### src/bdl_pkg.sv
// Package with the shared types and codes of the bounded doubly linked deque.
`timescale 1ns / 1ps

package bdl_pkg;

   localparam logic [3:0] OP_PUSH_FRONT = 4'd0;
   localparam logic [3:0] OP_PUSH_BACK  = 4'd1;
   localparam logic [3:0] OP_POP_FRONT  = 4'd2;
   localparam logic [3:0] OP_POP_BACK   = 4'd3;
   localparam logic [3:0] OP_REMOVE     = 4'd4;
   localparam logic [3:0] OP_FIND       = 4'd5;
   localparam logic [3:0] OP_READ       = 4'd6;
   localparam logic [3:0] OP_WRITE      = 4'd7;
   localparam logic [3:0] OP_CLEAR      = 4'd8;

   localparam logic [2:0] ST_OK       = 3'd0;
   localparam logic [2:0] ST_FULL     = 3'd1;
   localparam logic [2:0] ST_EMPTY    = 3'd2;
   localparam logic [2:0] ST_RANGE    = 3'd3;
   localparam logic [2:0] ST_NOTFOUND = 3'd4;

   typedef enum logic [2:0] {
      S_IDLE,
      S_DISPATCH,
      S_WNODE,
      S_LINK,
      S_UNLINK,
      S_WALK
   } state_type;

   typedef enum logic [1:0] {
      RD_HEAD,
      RD_TAIL,
      RD_NEXT
   } rd_sel_type;

   typedef struct packed {
      logic       latch;
      rd_sel_type rd_sel;
      logic       load_node;
      logic       alloc;
      logic       write_node;
      logic       link;
      logic       unlink;
      logic       write_val;
      logic       clear;
      logic       respond;
      logic [2:0] rsp_status;
      logic       rsp_read;
   } cmd_type;

   typedef struct packed {
      logic [3:0] op;
      logic       empty;
      logic       full;
      logic       pos_ok;
      logic       match;
      logic       last;
      logic       at_pos;
   } stat_type;

endpackage

### src/bdl_ctrl.sv
// Controller state machine that sequences each deque operation.
`timescale 1ns / 1ps

module bdl_ctrl import bdl_pkg::*; (
   input  logic     clock,
   input  logic     reset,
   input  logic     start,
   input  stat_type stat,
   output logic     busy,
   output cmd_type  cmd
);

   state_type state_ff, state_in;

   always_ff @(posedge clock) begin
      if (reset) begin
         state_ff <= S_IDLE;
      end else begin
         state_ff <= state_in;
      end
   end

   assign busy = (state_ff != S_IDLE);

   always_comb begin
      state_in = state_ff;
      case (state_ff)
         S_IDLE: begin
            if (start) state_in = S_DISPATCH;
         end
         S_DISPATCH: begin
            state_in = S_IDLE;
            case (stat.op)
               OP_PUSH_FRONT, OP_PUSH_BACK: begin
                  if (!stat.full) state_in = S_WNODE;
               end
               OP_POP_FRONT, OP_POP_BACK: begin
                  if (!stat.empty) state_in = S_UNLINK;
               end
               OP_REMOVE, OP_FIND: begin
                  if (!stat.empty) state_in = S_WALK;
               end
               OP_READ, OP_WRITE: begin
                  if (stat.pos_ok) state_in = S_WALK;
               end
               default: state_in = S_IDLE;
            endcase
         end
         S_WNODE: begin
            state_in = stat.empty ? S_IDLE : S_LINK;
         end
         S_LINK:   state_in = S_IDLE;
         S_UNLINK: state_in = S_IDLE;
         S_WALK: begin
            if (stat.op == OP_REMOVE || stat.op == OP_FIND) begin
               if (stat.match || stat.last) state_in = S_IDLE;
            end else if (stat.at_pos) begin
               state_in = S_IDLE;
            end
         end
         default: state_in = S_IDLE;
      endcase
   end

   always_comb begin
      cmd = '0;
      cmd.rd_sel = RD_HEAD;
      cmd.rsp_status = ST_OK;
      case (state_ff)
         S_IDLE: cmd.latch = start;
         S_DISPATCH: begin
            case (stat.op)
               OP_PUSH_FRONT, OP_PUSH_BACK: begin
                  if (stat.full) begin
                     cmd.respond = 1'b1;
                     cmd.rsp_status = ST_FULL;
                  end else begin
                     cmd.alloc = 1'b1;
                  end
               end
               OP_POP_FRONT, OP_POP_BACK: begin
                  if (stat.empty) begin
                     cmd.respond = 1'b1;
                     cmd.rsp_status = ST_EMPTY;
                  end else begin
                     cmd.load_node = 1'b1;
                     cmd.rd_sel = (stat.op == OP_POP_FRONT) ? RD_HEAD : RD_TAIL;
                  end
               end
               OP_REMOVE, OP_FIND: begin
                  if (stat.empty) begin
                     cmd.respond = 1'b1;
                     cmd.rsp_status = ST_NOTFOUND;
                  end else begin
                     cmd.load_node = 1'b1;
                  end
               end
               OP_READ, OP_WRITE: begin
                  if (!stat.pos_ok) begin
                     cmd.respond = 1'b1;
                     cmd.rsp_status = ST_RANGE;
                  end else begin
                     cmd.load_node = 1'b1;
                  end
               end
               OP_CLEAR: begin
                  cmd.clear = 1'b1;
                  cmd.respond = 1'b1;
               end
               default: cmd.respond = 1'b1;
            endcase
         end
         S_WNODE: begin
            cmd.write_node = 1'b1;
            cmd.respond = stat.empty;
         end
         S_LINK: begin
            cmd.link = 1'b1;
            cmd.respond = 1'b1;
         end
         S_UNLINK: begin
            cmd.unlink = 1'b1;
            cmd.respond = 1'b1;
         end
         S_WALK: begin
            if (stat.op == OP_REMOVE || stat.op == OP_FIND) begin
               if (stat.match) begin
                  cmd.unlink = (stat.op == OP_REMOVE);
                  cmd.respond = 1'b1;
               end else if (stat.last) begin
                  cmd.respond = 1'b1;
                  cmd.rsp_status = ST_NOTFOUND;
               end else begin
                  cmd.load_node = 1'b1;
                  cmd.rd_sel = RD_NEXT;
               end
            end else if (stat.at_pos) begin
               cmd.rsp_read = (stat.op == OP_READ);
               cmd.write_val = (stat.op == OP_WRITE);
               cmd.respond = 1'b1;
            end else begin
               cmd.load_node = 1'b1;
               cmd.rd_sel = RD_NEXT;
            end
         end
         default: cmd.respond = 1'b0;
      endcase
   end

endmodule

### config.mk
export PLATFORM = sky130hd
export DESIGN_NAME = bdl_ctrl
export DESIGN_NICKNAME = d
export VERILOG_FILES = /design/src/bdl_pkg.sv /design/src/bdl_ctrl.sv
export SDC_FILE = /design/constraint.sdc
export NUM_CORES = 1
export LEC_CHECK = 0
export BUFFER_PORTS_ARGS = -buffer_cell sky130_fd_sc_hd__buf_4
export CORE_MARGIN = 10
export CORE_UTILIZATION = 37
export CTS_CLUSTER_SIZE = 40
export DETAILED_ROUTE_END_ITERATION = 7
export PLACE_DENSITY_LB_ADDON = 0.15
export SYNTH_ARGS = -nofsm -noshare
export SYNTH_HDL_FRONTEND = slang
export SYNTH_SLANG_ARGS = --single-unit
### constraint.sdc
create_clock -name clock -period 1.69 [get_ports clock]
set_input_delay 0.4225 -clock clock [delete_from_list [all_inputs] [get_ports clock]]
set_output_delay 0.4225 -clock clock [all_outputs]
set_load 0.05 [all_outputs]
==> results.txt, run 1 <==
Synth Area per Inst: 7.433 um2
Seq/Total Area, Yosys: 0.1206
Pre-CTS setup slack: -0.2660 ns
Die X: 56.69 um
Status: stopped before the end
Yosys warns: 0
Share of the synthesized area in the top cell type: 0.1206
Mapped Area: 498.0 um2
DIE HEIGHT: 56.69 um
Clock Path Buffers: 2
Clock sinks: 3
Stop err: [ERROR DPL-0033] detailed placement checks failed during check placement.
Hold buffer count at cts: 0
H-tree depth: 1
Synth top area cells: dfxtp_1 (12%), mux2i_1 (6.0%), nor2_1 (5.3%)
Synthesized flop and latch total: 3
Ports: 29
Yosys cell types: 34
Root Driver: clkbuf_4
Cells after Synth: 67
Postcts setup bufs: 8
Clock buffer count from CTS: 3
Placed cells: 126
Syn Nets: 80
Stop stage: 4_1_cts
Initial core utilization: 0.3875
Post-CTS sizing: 34
Number of port buffers: 28
Top cell type by total area after synthesis: dfxtp_1
Post-DP HPWL: 1635 um
GPL Wtd Cong: 0.8109
FP Rows: 13
[cell families after synthesis]
family	Yosys count	synth area share
buffers and inverters	10	0.09796
AO/OA/AOI/OAI	15	0.2362
flip-flops	3	0.1206
AND/OR/NAND/NOR	36	0.4849
multiplexers	3	0.06030
[cell usage after synthesis (all sizes together)]
master and n:
and3 2, or2b 1, inv 4, a21oi 4, or3b 2, nand4bb 1, a41oi 1, o21ba 1
nand3 2, nand2 4, and3b 1, nor2 8, dfxtp 3, mux2i 3, nor3 1, clkbuf 1
nand2b 2, o32ai 2, nor3b 3, a2bb2oi 1, nor4 2, o21ai 3, a211o 1, o22ai 2
nor2b 2, or3 1, nand3b 2, buf 5, nor4b 2
[through the flow]
stage | utilization | hold slack, ns | area (um2)
floorplan | - | 0.5290 | 715.7
global placement | 0.8004 | 0.6657 | 1028
detailed placement | 0.8004 | 0.6636 | 1028
==> inputs of run 2 (changes only) <==
--- a/config.mk
+++ b/config.mk
@@ -6,10 +6,9 @@
 export NUM_CORES = 1
 export LEC_CHECK = 0
 export BUFFER_PORTS_ARGS = -buffer_cell sky130_fd_sc_hd__buf_4
-export CORE_MARGIN = 10
-export CORE_UTILIZATION = 37
-export CTS_CLUSTER_SIZE = 40
+export CORE_AREA = 10 10 71 73
 export DETAILED_ROUTE_END_ITERATION = 7
+export DIE_AREA = 0 0 81 83
 export PLACE_DENSITY_LB_ADDON = 0.15
 export SYNTH_ARGS = -nofsm -noshare
 export SYNTH_HDL_FRONTEND = slang
==> constraint.sdc (replaced) <==
create_clock -name clock -period 2.2 [get_ports clock]
set_input_delay 0.55 -clock clock [delete_from_list [all_inputs] [get_ports clock]]
set_output_delay 0.55 -clock clock [all_outputs]
set_load 0.05 [all_outputs]
==> run 2 against run 1 <==
Against the previous run:
- the flow now finishes without violations
- synthesized area did not move
- synthesized cell count did not move
==> results.txt, run 2 <==
DR pass1 iterations: 4
Ports: 29 (unchanged)
Fillers: 399
Die X: 81 um (was 56.69 um)
Yosys cell types: 34 (unchanged)
Post-layout min period: 2.149 ns
Remaining Overflow, GRT: 0
Crit path max-delay family: buffers and inverters
Biggest regs: state_ff: 3 flops
Vias in the first global route: 764
Ant diodes: 0
Synth top area cells: dfxtp_1 (12%), mux2i_1 (6.0%), nor2_1 (5.3%) (unchanged)
Final setup vio count: 0
Initial core utilization: 0.1371 (was 0.3875)
First-pass GRT wire length: 3698 um
Worst-Skew Late Latency: 0.21 ns
Worst Setup Path Type: primary input to output pin
DIE HEIGHT: 83 um (was 56.69 um)
Highest-count cells in the layout ignoring fill and taps: buf_4 (39), buf_6 (13), nor2_1 (6)
Clock sinks: 3 (unchanged)
Mean routed wirelength per cell: 13.47 um
FP Rows: 22 (was 13)
Synth async-reset ratio: 0 (unchanged)
Hold buffer count at cts: 0 (unchanged)
Combinational share of power: 0.441
Switching share of power: 0.3165
Hold Violations, Final: 0
Primary FF master, synth: dfxtp_1 (unchanged)
Initial antenna violation count: 0
Final std cells w/o fill: 167
Initial DRC Count: 49
Clock buffer count from CTS: 3 (unchanged)
Switch Pwr: 0.1230 mW
Critical Path Sink Type: output pin
Largest Register: state_ff
Seq/Total Area, Yosys: 0.1206 (unchanged)
Core Util, Final: 0.3237
Cells after Synth: 67 (unchanged)
Bufs and invs on worst path: 5
Final ANT Viol Nets: 0
Post-route cell area: 1176 um2
Clock Path Buffers: 2 (unchanged)
Mapped Area: 498.0 um2 (unchanged)
CP Launch Type: primary input
Final setup margin: 0.05148 ns
Top cell type by total area after synthesis: dfxtp_1 (unchanged)
Pwr Total: 0.3886 mW
DRC viols: 0
Fmax: 465.4 MHz
Int Power: 0.2656 mW
Clock power share: 0.405
Cell Area, Placed: 962.2 um2 (was 1028 um2)
Max_cap viols: 0
Clk pin slew, worst setup/hold paths: 0.03 ns
Most frequent cell after synthesis: nor2_1 (unchanged)
Post-synth EDFFs: 0 (unchanged)
Hold Crit Class: primary input to flop
Die area: 6723 um2
VDD IR max: 0.0002185 V
Core Area: 3633 um2
Syn Nets: 80 (unchanged)
Layout cells sized above 1: 0.6807
CP max FO: 3
Seq pwr share: 0.154
Root Driver: clkbuf_8 (was clkbuf_4)
Yosys warns: 0 (unchanged)
PD cells: 330.4 nW/um2
Worst path slowest cell: nor3b_4
CTS tree: yes
Fin. max-slew vios: 0
Clock skew: 0.001408 ns
Largest net degree at the start of global routing: 11
Pre-CTS setup slack: -0.1200 ns (was -0.2660 ns)
Total Routing Usage GR: 0.06709
Crit path largest cell delay: 0.18 ns
Routed WL: 2249 um
Synth top cells by count: nor2_1 (7), a21oi_1 (4), inv_1 (4), nand2_1 (4) (unchanged)
Most common cell after layout, fill and taps aside: buf_4
Synthesized flop and latch total: 3 (unchanged)
Via count: 705
RSZ-0062 raised after global routing: yes
Share of the synthesized area in the top cell type: 0.1206 (unchanged)
Arrival @ worst endpoint: 1.60 ns
GPL Wtd Cong: 0.7225 (was 0.8109)
Slew HR: 0.7806
Leak Pwr: 0.5213 nW
Vias per inst: 4.222
Max reg flops: 3
Post-layout nets: 133
Status: finished clean (was stopped before the end)
CP required: 1.65 ns
P&R area growth vs syn: 136.2%
Synth Area per Inst: 7.433 um2 (unchanged)
Post-DP HPWL: 1810 um (was 1635 um)
Part of the cycle the worst path needs: 0.9766
Placed cells: 158 (was 126)
Number of port buffers: 28 (unchanged)
Crit-path cells: buf_8 > buf_6 > nor2_4 > nand3b_1 > buf_6 > buf_6 > nor3b_4 > buf_6
Worst Tran Pin Value: 0.3286 ns
H-tree depth: 1 (unchanged)
CP dominant cell by count: buf_6
[run 2: routing by layer]
layer | wire length (um) | share of wire | vias to the layer above | global-route usage
li1 | - | - | 352 | -
met1 | 1026 | 0.46 | 330 | 0.08563
met2 | 1026 | 0.46 | 21 | 0.1001
met3 | 175 | 0.078 | 2 | 0.02371
met4 | 21 | 0.0093 | 0 | 0.02347
met5 | 0 | 0 | - | 0
[run 2: timing repair]
action                                  in CTS  in global routing
gates resized for setup                     14                 18
pin swaps                                    3                  4
endpoints found under the setup margin       5                  7
buffers inserted                             5                  0
[run 2: stage by stage]
stage               hold WS (ns)   TNS, ns
floorplan                 0.6638   -0.6200
global placement          0.7556   -0.3577
detailed placement        0.7635   -0.4547
CTS                       0.5774  -0.02159
global route              0.5813  -0.03172
finish                    0.5772         0
[run 2: cell families after synthesis]
logic type             after synthesis  synth area share
DFF                                  3            0.1206
AOI/OAI and AO/OA                   15            0.2362
and+or+nand+nor                     36            0.4849
muxes                                3           0.06030
buffers and inverters               10           0.09796
[run 2: power by group through the flow]
stage | clock network (mW) | registers, mW | logic [mW]
floorplan | 0 | 0.0581 | 0.0795
global placement | 0 | 0.0605 | 0.145
detailed placement | 0 | 0.0605 | 0.145
CTS | 0.163 | 0.0600 | 0.159
global route | 0.165 | 0.0606 | 0.184
finish | 0.157 | 0.0600 | 0.171
[run 2: worst paths after layout]
check                                  from     endpoint  slack, ns  cells after the start
worst max-delay path                stat[9]       cmd[2]       0.05                      8
worst min-delay path                  reset  state_ff[0]       0.58                      2
worst max register to register  state_ff[0]  state_ff[1]       0.75                      7
worst min register to register  state_ff[1]  state_ff[0]       0.71                      2
[run 2: area by class of cell]
type / instances / area (um2) / area share
multi-input cells: 54 / 524.3 / 0.4457
inverters: 4 / 15.01 / 0.01277
well taps: 48 / 60.06 / 0.05106
repair buffers: 54 / 469.2 / 0.3989
clock buffers: 4 / 45.04 / 0.03830
flip-flops and latches: 3 / 62.56 / 0.05319
[run 2: worst register-to-register path: stages (launching register included)]
cell and delay [ns]:
dfxtp_2 0.38, buf_4 0.17, nand3b_1 0.12, buf_6 0.16
nor4_4 0.19, buf_4 0.16, buf_4 0.09, o21ba_2 0.12
(Power assumes the default switching activity.)
==> inputs of run 3 (changes only) <==
--- a/config.mk
+++ b/config.mk
@@ -10,6 +10,7 @@
 export DETAILED_ROUTE_END_ITERATION = 7
 export DIE_AREA = 0 0 81 83
 export PLACE_DENSITY_LB_ADDON = 0.15
+export SETUP_SLACK_MARGIN = 0.5
 export SYNTH_ARGS = -nofsm -noshare
 export SYNTH_HDL_FRONTEND = slang
 export SYNTH_SLANG_ARGS = --single-unit
==> run 3 against run 2 <==
Against the previous run:
- clock skew fell by 0.00066 ns
- wire length down 3.1%
- largest cell class unchanged
- first-iteration DRC count is 45% lower
- design area grew 14%
- sequential power fell by 2%
- sequential share of layout area is 0.21 points lower
- clock-buffer cell count stayed put
- core utilization up 4.7 points
- critical endpoint is now cmd[11]
- highest routed layer unchanged
- total power increased by 4.0%
==> results.txt, run 3 (synthesis gave the netlist of run 2 again) <==
Status: finished clean (unchanged)
DRC viols: 0 (unchanged)
Number of port buffers: 28 (unchanged)
Initial core utilization: 0.1371 (unchanged)
Clock skew: 0.0007460 ns (was 0.001408 ns)
Final ANT Viol Nets: 0 (unchanged)
Routed WL: 2180 um (was 2249 um)
Mean routed wirelength per cell: 13.21 um (was 13.47 um)
Core Util, Final: 0.3705 (was 0.3237)
CTS tree: yes (unchanged)
Clock sinks: 3 (unchanged)
Initial DRC Count: 27 (was 49)
Cell Area, Placed: 1010 um2 (was 962.2 um2)
Die area: 6723 um2 (unchanged)
Root Driver: clkbuf_8 (unchanged)
Crit path largest cell delay: 0.37 ns (was 0.18 ns)
Max reg flops: 3 (unchanged)
Max_cap viols: 0 (unchanged)
H-tree depth: 1 (unchanged)
Slew HR: 0.8232 (was 0.7806)
Ports: 29 (unchanged)
Worst path slowest cell: or3b_4 (was nor3b_4)
GPL Wtd Cong: 0.6912 (was 0.7225)
Biggest regs: state_ff: 3 flops (unchanged)
Layout cells sized above 1: 0.7692 (was 0.6807)
Core Area: 3633 um2 (unchanged)
RSZ-0062 raised after global routing: yes (unchanged)
Hold buffer count at cts: 0 (unchanged)
Worst Tran Pin Value: 0.2579 ns (was 0.3286 ns)
Crit path depth: 6 (was 8)
FP Rows: 22 (unchanged)
Post-DP HPWL: 1769 um (was 1810 um)
Worst-Skew Late Latency: 0.22 ns (was 0.21 ns)
DIE HEIGHT: 83 um (unchanged)
First-pass GRT wire length: 3746 um (was 3698 um)
Clk pin slew, worst setup/hold paths: 0.03 ns (about the same)
Pre-CTS setup slack: -0.03186 ns (was -0.1200 ns)
Most common cell after layout, fill and taps aside: buf_4 (unchanged)
CP required: 1.65 ns (about the same)
Clock buffer count from CTS: 3 (unchanged)
DR pass1 iterations: 4 (unchanged)
Total Routing Usage GR: 0.06837 (was 0.06709)
Clock Path Buffers: 2 (unchanged)
Worst Reg-to-Reg Cells: 6 (was 7)
Crit-path cells: buf_4 > or3b_4 > mux2i_4 > nand2b_4 > o21ai_4 > buf_8 (was buf_8 > buf_6 > nor2_4 > nand3b_1 > buf_6 > buf_6 > nor3b_4 > buf_6)
Highest-count cells in the layout ignoring fill and taps: buf_4 (22), buf_6 (20), buf_8 (10) (was buf_4 (39), buf_6 (13), nor2_1 (6))
Hold Crit Class: primary input to flop (unchanged)
Largest net degree at the start of global routing: 10 (was 11)
Leak Pwr: 0.5345 nW (was 0.5213 nW)
Largest Register: state_ff (unchanged)
Hold path depth: 2 (unchanged)
Fin. max-slew vios: 0 (unchanged)
Post-layout min period: 2.138 ns (was 2.149 ns)
Post-layout nets: 131 (was 133)
VDD IR max: 0.0001527 V (was 0.0002185 V)
Ant diodes: 0 (unchanged)
P&R area growth vs syn: 170.4% (was 136.2%)
Vias in the first global route: 747 (was 764)
Remaining Overflow, GRT: 0 (unchanged)
Bufs and invs on worst path: 2 (was 5)
Initial antenna violation count: 0 (unchanged)
Die X: 81 um (unchanged)
Part of the cycle the worst path needs: 0.9720 (was 0.9766)
Worst Setup Path Type: primary input to output pin (unchanged)
CP Launch Type: primary input (unchanged)
Critical Path Sink Type: output pin (unchanged)
Fmax: 467.6 MHz (was 465.4 MHz)
Post-route cell area: 1346 um2 (was 1176 um2)
Via count: 675 (was 705)
Crit path max-delay family: simple AND/OR/NAND/NOR gates (was buffers and inverters)
Vias per inst: 4.091 (was 4.222)
Hold Violations, Final: 0 (unchanged)
Arrival @ worst endpoint: 1.59 ns (was 1.60 ns)
PD cells: 300.3 nW/um2 (was 330.4 nW/um2)
Final setup margin: 0.06154 ns (was 0.05148 ns)
Final setup vio count: 0 (unchanged)
CP max FO: 3 (unchanged)
==> run 3: worst register-to-register path, delay by kind of cell (launching register included) <==
kind                   cells  cell delay [ns]
and+or+nand+nor            2             0.50
muxes                      1             0.22
buffers and inverters      2             0.27
AOI/OAI and AO/OA          1             0.13
DFF                        1             0.38
==> run 3: stage by stage <==
stage	cells	hold slack (ns)	total power, mW	TNS (ns)
after detailed placement	152	0.6331	0.2093	-0.06163
after global placement	152	0.6375	0.2096	-0.05633
after CTS	160	0.5635	0.3985	0
after floorplan	67	0.6637	0.1567	-0.1980
final	165	0.5663	0.4043	0
after global routing	165	0.5749	0.4302	-0.02680
==> run 3: repair_timing <==
action | in CTS | in global routing
endpoints found under the setup margin | 16 | 16
gates resized for setup | 42 | 15
pin swaps | 9 | 9
setup buffers | 4 | 5
endpoints found under the hold margin | 0 | 0
==> run 3: worst paths after layout <==
kind / startpoint / end / slack [ns]
worst max register to register: state_ff[0] / state_ff[0] / 0.63
worst min-delay path: reset / state_ff[2] / 0.57
worst min register to register: state_ff[2] / state_ff[0] / 0.65
worst max-delay path: stat[2] / cmd[11] / 0.06
==> run 3: where the power goes <==
part / switching [mW] / internal [mW]
clock network: 0.0405 / 0.124
logic: 0.0916 / 0.0897
registers: 0.00348 / 0.0551
==> run 3: layer usage <==
layer	up-vias	wire, um	global-route usage
met2	20	1106	0.1117
met3	5	163	0.02694
li1	347	-	-
met4	0	23	0.01878
met1	303	885	0.07951
met5	-	0	0
==> run 3: final cells by class <==
class                      instances  area (um2)
timing repair buffer              52       540.5
clock buffer                       4       45.04
sequential                         3       68.82
multi-input combinational         54       613.1
fill                             389        2287
inverter                           4       18.77
tap                               48       60.06
==> inputs of run 4 (changes only) <==
==> constraint.sdc (replaced) <==
create_clock -name clock -period 2.2 [get_ports clock]
set_input_delay 0.55 -clock clock [delete_from_list [all_inputs] [get_ports clock]]
set_output_delay 0.55 -clock clock [all_outputs]
set_load 0.02 [all_outputs]
==> run 4 against run 3 <==
Against the previous run:
- wire length increased by 7.2%
- sequential share of layout area grew 0.62 points
- combinational power decreased by 8%
- design area is 7.5% lower
- die area did not move
- fmax increased by 2.4%
- sequential cell count unchanged
- clock-buffer cell count did not move
- clock power decreased by 2%
- critical endpoint unchanged
==> results.txt, run 4 (synthesis gave the netlist of run 2 again) <==
Biggest regs: state_ff: 3 flops (unchanged)
CP max FO: 3 (unchanged)
R2r startpoint: state_ff[0] (unchanged)
Fmax: 479.0 MHz (was 467.6 MHz)
Worst Reg-to-Reg Cells: 5 (was 6)
Hold buffer count at cts: 0 (unchanged)
RSZ-0062 raised after global routing: yes (unchanged)
Die area: 6723 um2 (unchanged)
Pwr Total: 0.3835 mW (was 0.4043 mW)
Initial core utilization: 0.1371 (unchanged)
Max reg flops: 3 (unchanged)
DIE HEIGHT: 83 um (unchanged)
Arrival @ worst endpoint: 1.54 ns (was 1.59 ns)
Hold Crit Class: primary input to flop (unchanged)
Post-layout min period: 2.088 ns (was 2.138 ns)
Hold path depth: 2 (unchanged)
DRC viols: 0 (unchanged)
Number of port buffers: 28 (unchanged)
Switching share of power: 0.3050 (was 0.3352)
Layout cells sized above 1: 0.7895 (was 0.7692)
Mean routed wirelength per cell: 14.42 um (was 13.21 um)
Placed cells: 145 (was 152)
Highest-count cells in the layout ignoring fill and taps: buf_4 (30), buf_6 (16), nor2_4 (5) (was buf_4 (22), buf_6 (20), buf_8 (10))
Routed WL: 2336 um (was 2180 um)
Combinational share of power: 0.434 (was 0.448)
H-tree depth: 1 (unchanged)
Worst Tran Pin Value: 0.2552 ns (was 0.2579 ns)
VDD IR max: 0.0001630 V (was 0.0001527 V)
Ant diodes: 0 (unchanged)
Clock skew: 0.001035 ns (was 0.0007460 ns)
Part of the cycle the worst path needs: 0.9489 (was 0.9720)
Max_cap viols: 0 (unchanged)
Clock power share: 0.417 (was 0.407)
Final ANT Viol Nets: 0 (unchanged)
R2R Path End: state_ff[0] (unchanged)
Clock buffer count from CTS: 3 (unchanged)
Final setup vio count: 0 (unchanged)
Fillers: 421 (was 389)
Clock sinks: 3 (unchanged)
Hold path endpoint: state_ff[2] (unchanged)
Largest Register: state_ff (unchanged)
Slew HR: 0.8250 (was 0.8232)
Most common cell after layout, fill and taps aside: buf_4 (unchanged)
CP Launch Type: primary input (unchanged)
Initial DRC Count: 28 (was 27)
Via count: 687 (was 675)
Vias per inst: 4.241 (was 4.091)
Status: finished clean (unchanged)
Clk pin slew, worst setup/hold paths: 0.03 ns (about the same)
Post-DP HPWL: 1744 um (was 1769 um)
Post-layout nets: 128 (was 131)
Ports: 29 (unchanged)
Root Driver: clkbuf_8 (unchanged)
P&R area growth vs syn: 150.0% (was 170.4%)
Vias in the first global route: 737 (was 747)
First-pass GRT wire length: 3801 um (was 3746 um)
Core Area: 3633 um2 (unchanged)
Switch Pwr: 0.1169 mW (was 0.1355 mW)
Final std cells w/o fill: 162 (was 165)
FP Rows: 22 (unchanged)
PD cells: 308.0 nW/um2 (was 300.3 nW/um2)
CP required: 1.65 ns (about the same)
Largest net degree at the start of global routing: 12 (was 10)
CTS tree: yes (unchanged)
DR pass1 iterations: 2 (was 4)
Leak Pwr: 0.5076 nW (was 0.5345 nW)
Reg2reg setup slack: 0.79 ns (was 0.63 ns)
Sum of negative setup slack: 0 ns (unchanged)
Hold path startpoint: reset (unchanged)
Fin. max-slew vios: 0 (unchanged)
Initial antenna violation count: 0 (unchanged)
Worst-Skew Late Latency: 0.22 ns (about the same)
Core Util, Final: 0.3426 (was 0.3705)
Remaining Overflow, GRT: 0 (unchanged)
Die X: 81 um (unchanged)
GPL Wtd Cong: 0.6791 (was 0.6912)
Seq pwr share: 0.149 (was 0.145)
Hold Violations, Final: 0 (unchanged)
Total Routing Usage GR: 0.07155 (was 0.06837)
Worst Setup Path Type: primary input to output pin (unchanged)
Int Power: 0.2665 mW (was 0.2688 mW)
Clock Path Buffers: 2 (unchanged)
Critical Path Sink Type: output pin (unchanged)
-- run 4: power by group through the flow --
stage	registers [mW]	clock network, mW	logic (mW)
floorplan	0.0581	0	0.0787
global placement	0.0610	0	0.125
detailed placement	0.0610	0	0.125
CTS	0.0591	0.168	0.155
global route	0.0572	0.177	0.178
finish	0.0570	0.160	0.167
-- run 4: routing by layer --
layer | global-route usage | vias to the layer above | routed length, um
met3 | 0.02802 | 2 | 166
li1 | - | 340 | -
met2 | 0.1102 | 18 | 1163
met5 | 0 | - | 0
met1 | 0.08196 | 327 | 979
met4 | 0.03756 | 0 | 27
-- run 4: final cells by class --
type	instances	area, um2	share of cell area
Multi-Input combinational cell	54	598.1	0.4804
Timing Repair Buffer	49	455.4	0.3658
Sequential cell	3	71.32	0.05729
Tap cell	48	60.06	0.04824
Clock buffer	4	45.04	0.03618
Inverter	4	15.01	0.01206
-- run 4: how the worst max path moves through the flow --
stage                       start       to  slack [ns]
after CTS                 stat[7]  cmd[11]        0.09
after global placement    stat[2]  cmd[11]       0.004
after floorplan           stat[7]  cmd[11]        0.16
after global routing      stat[7]  cmd[11]        0.07
after detailed placement  stat[2]  cmd[11]       -0.01
final                     stat[2]  cmd[11]        0.11
-- run 4: repair_timing --
action,in CTS,in global routing
pin swaps,11,10
setup buffers,8,5
gates resized for setup,29,16
endpoints found under the setup margin,16,15
-- run 4: critical path: stages --
cell and delay (ns):
buf_4 0.12, or3b_4 0.38, mux2i_4 0.20, nand2b_4 0.09
o21ai_2 0.07, buf_6 0.13
-- run 4: stage by stage --
stage	setup slack, ns	hold WS, ns	instance area [um2]
6_report	0.1125	0.5692	1245
5_1_grt	0.06991	0.5657	1245
4_1_cts	0.08702	0.5621	1144
3_5_place_dp	-0.01053	0.8047	923.4
3_3_place_gp	0.004182	0.7898	923.4
2_1_floorplan	0.1648	0.6637	648.1
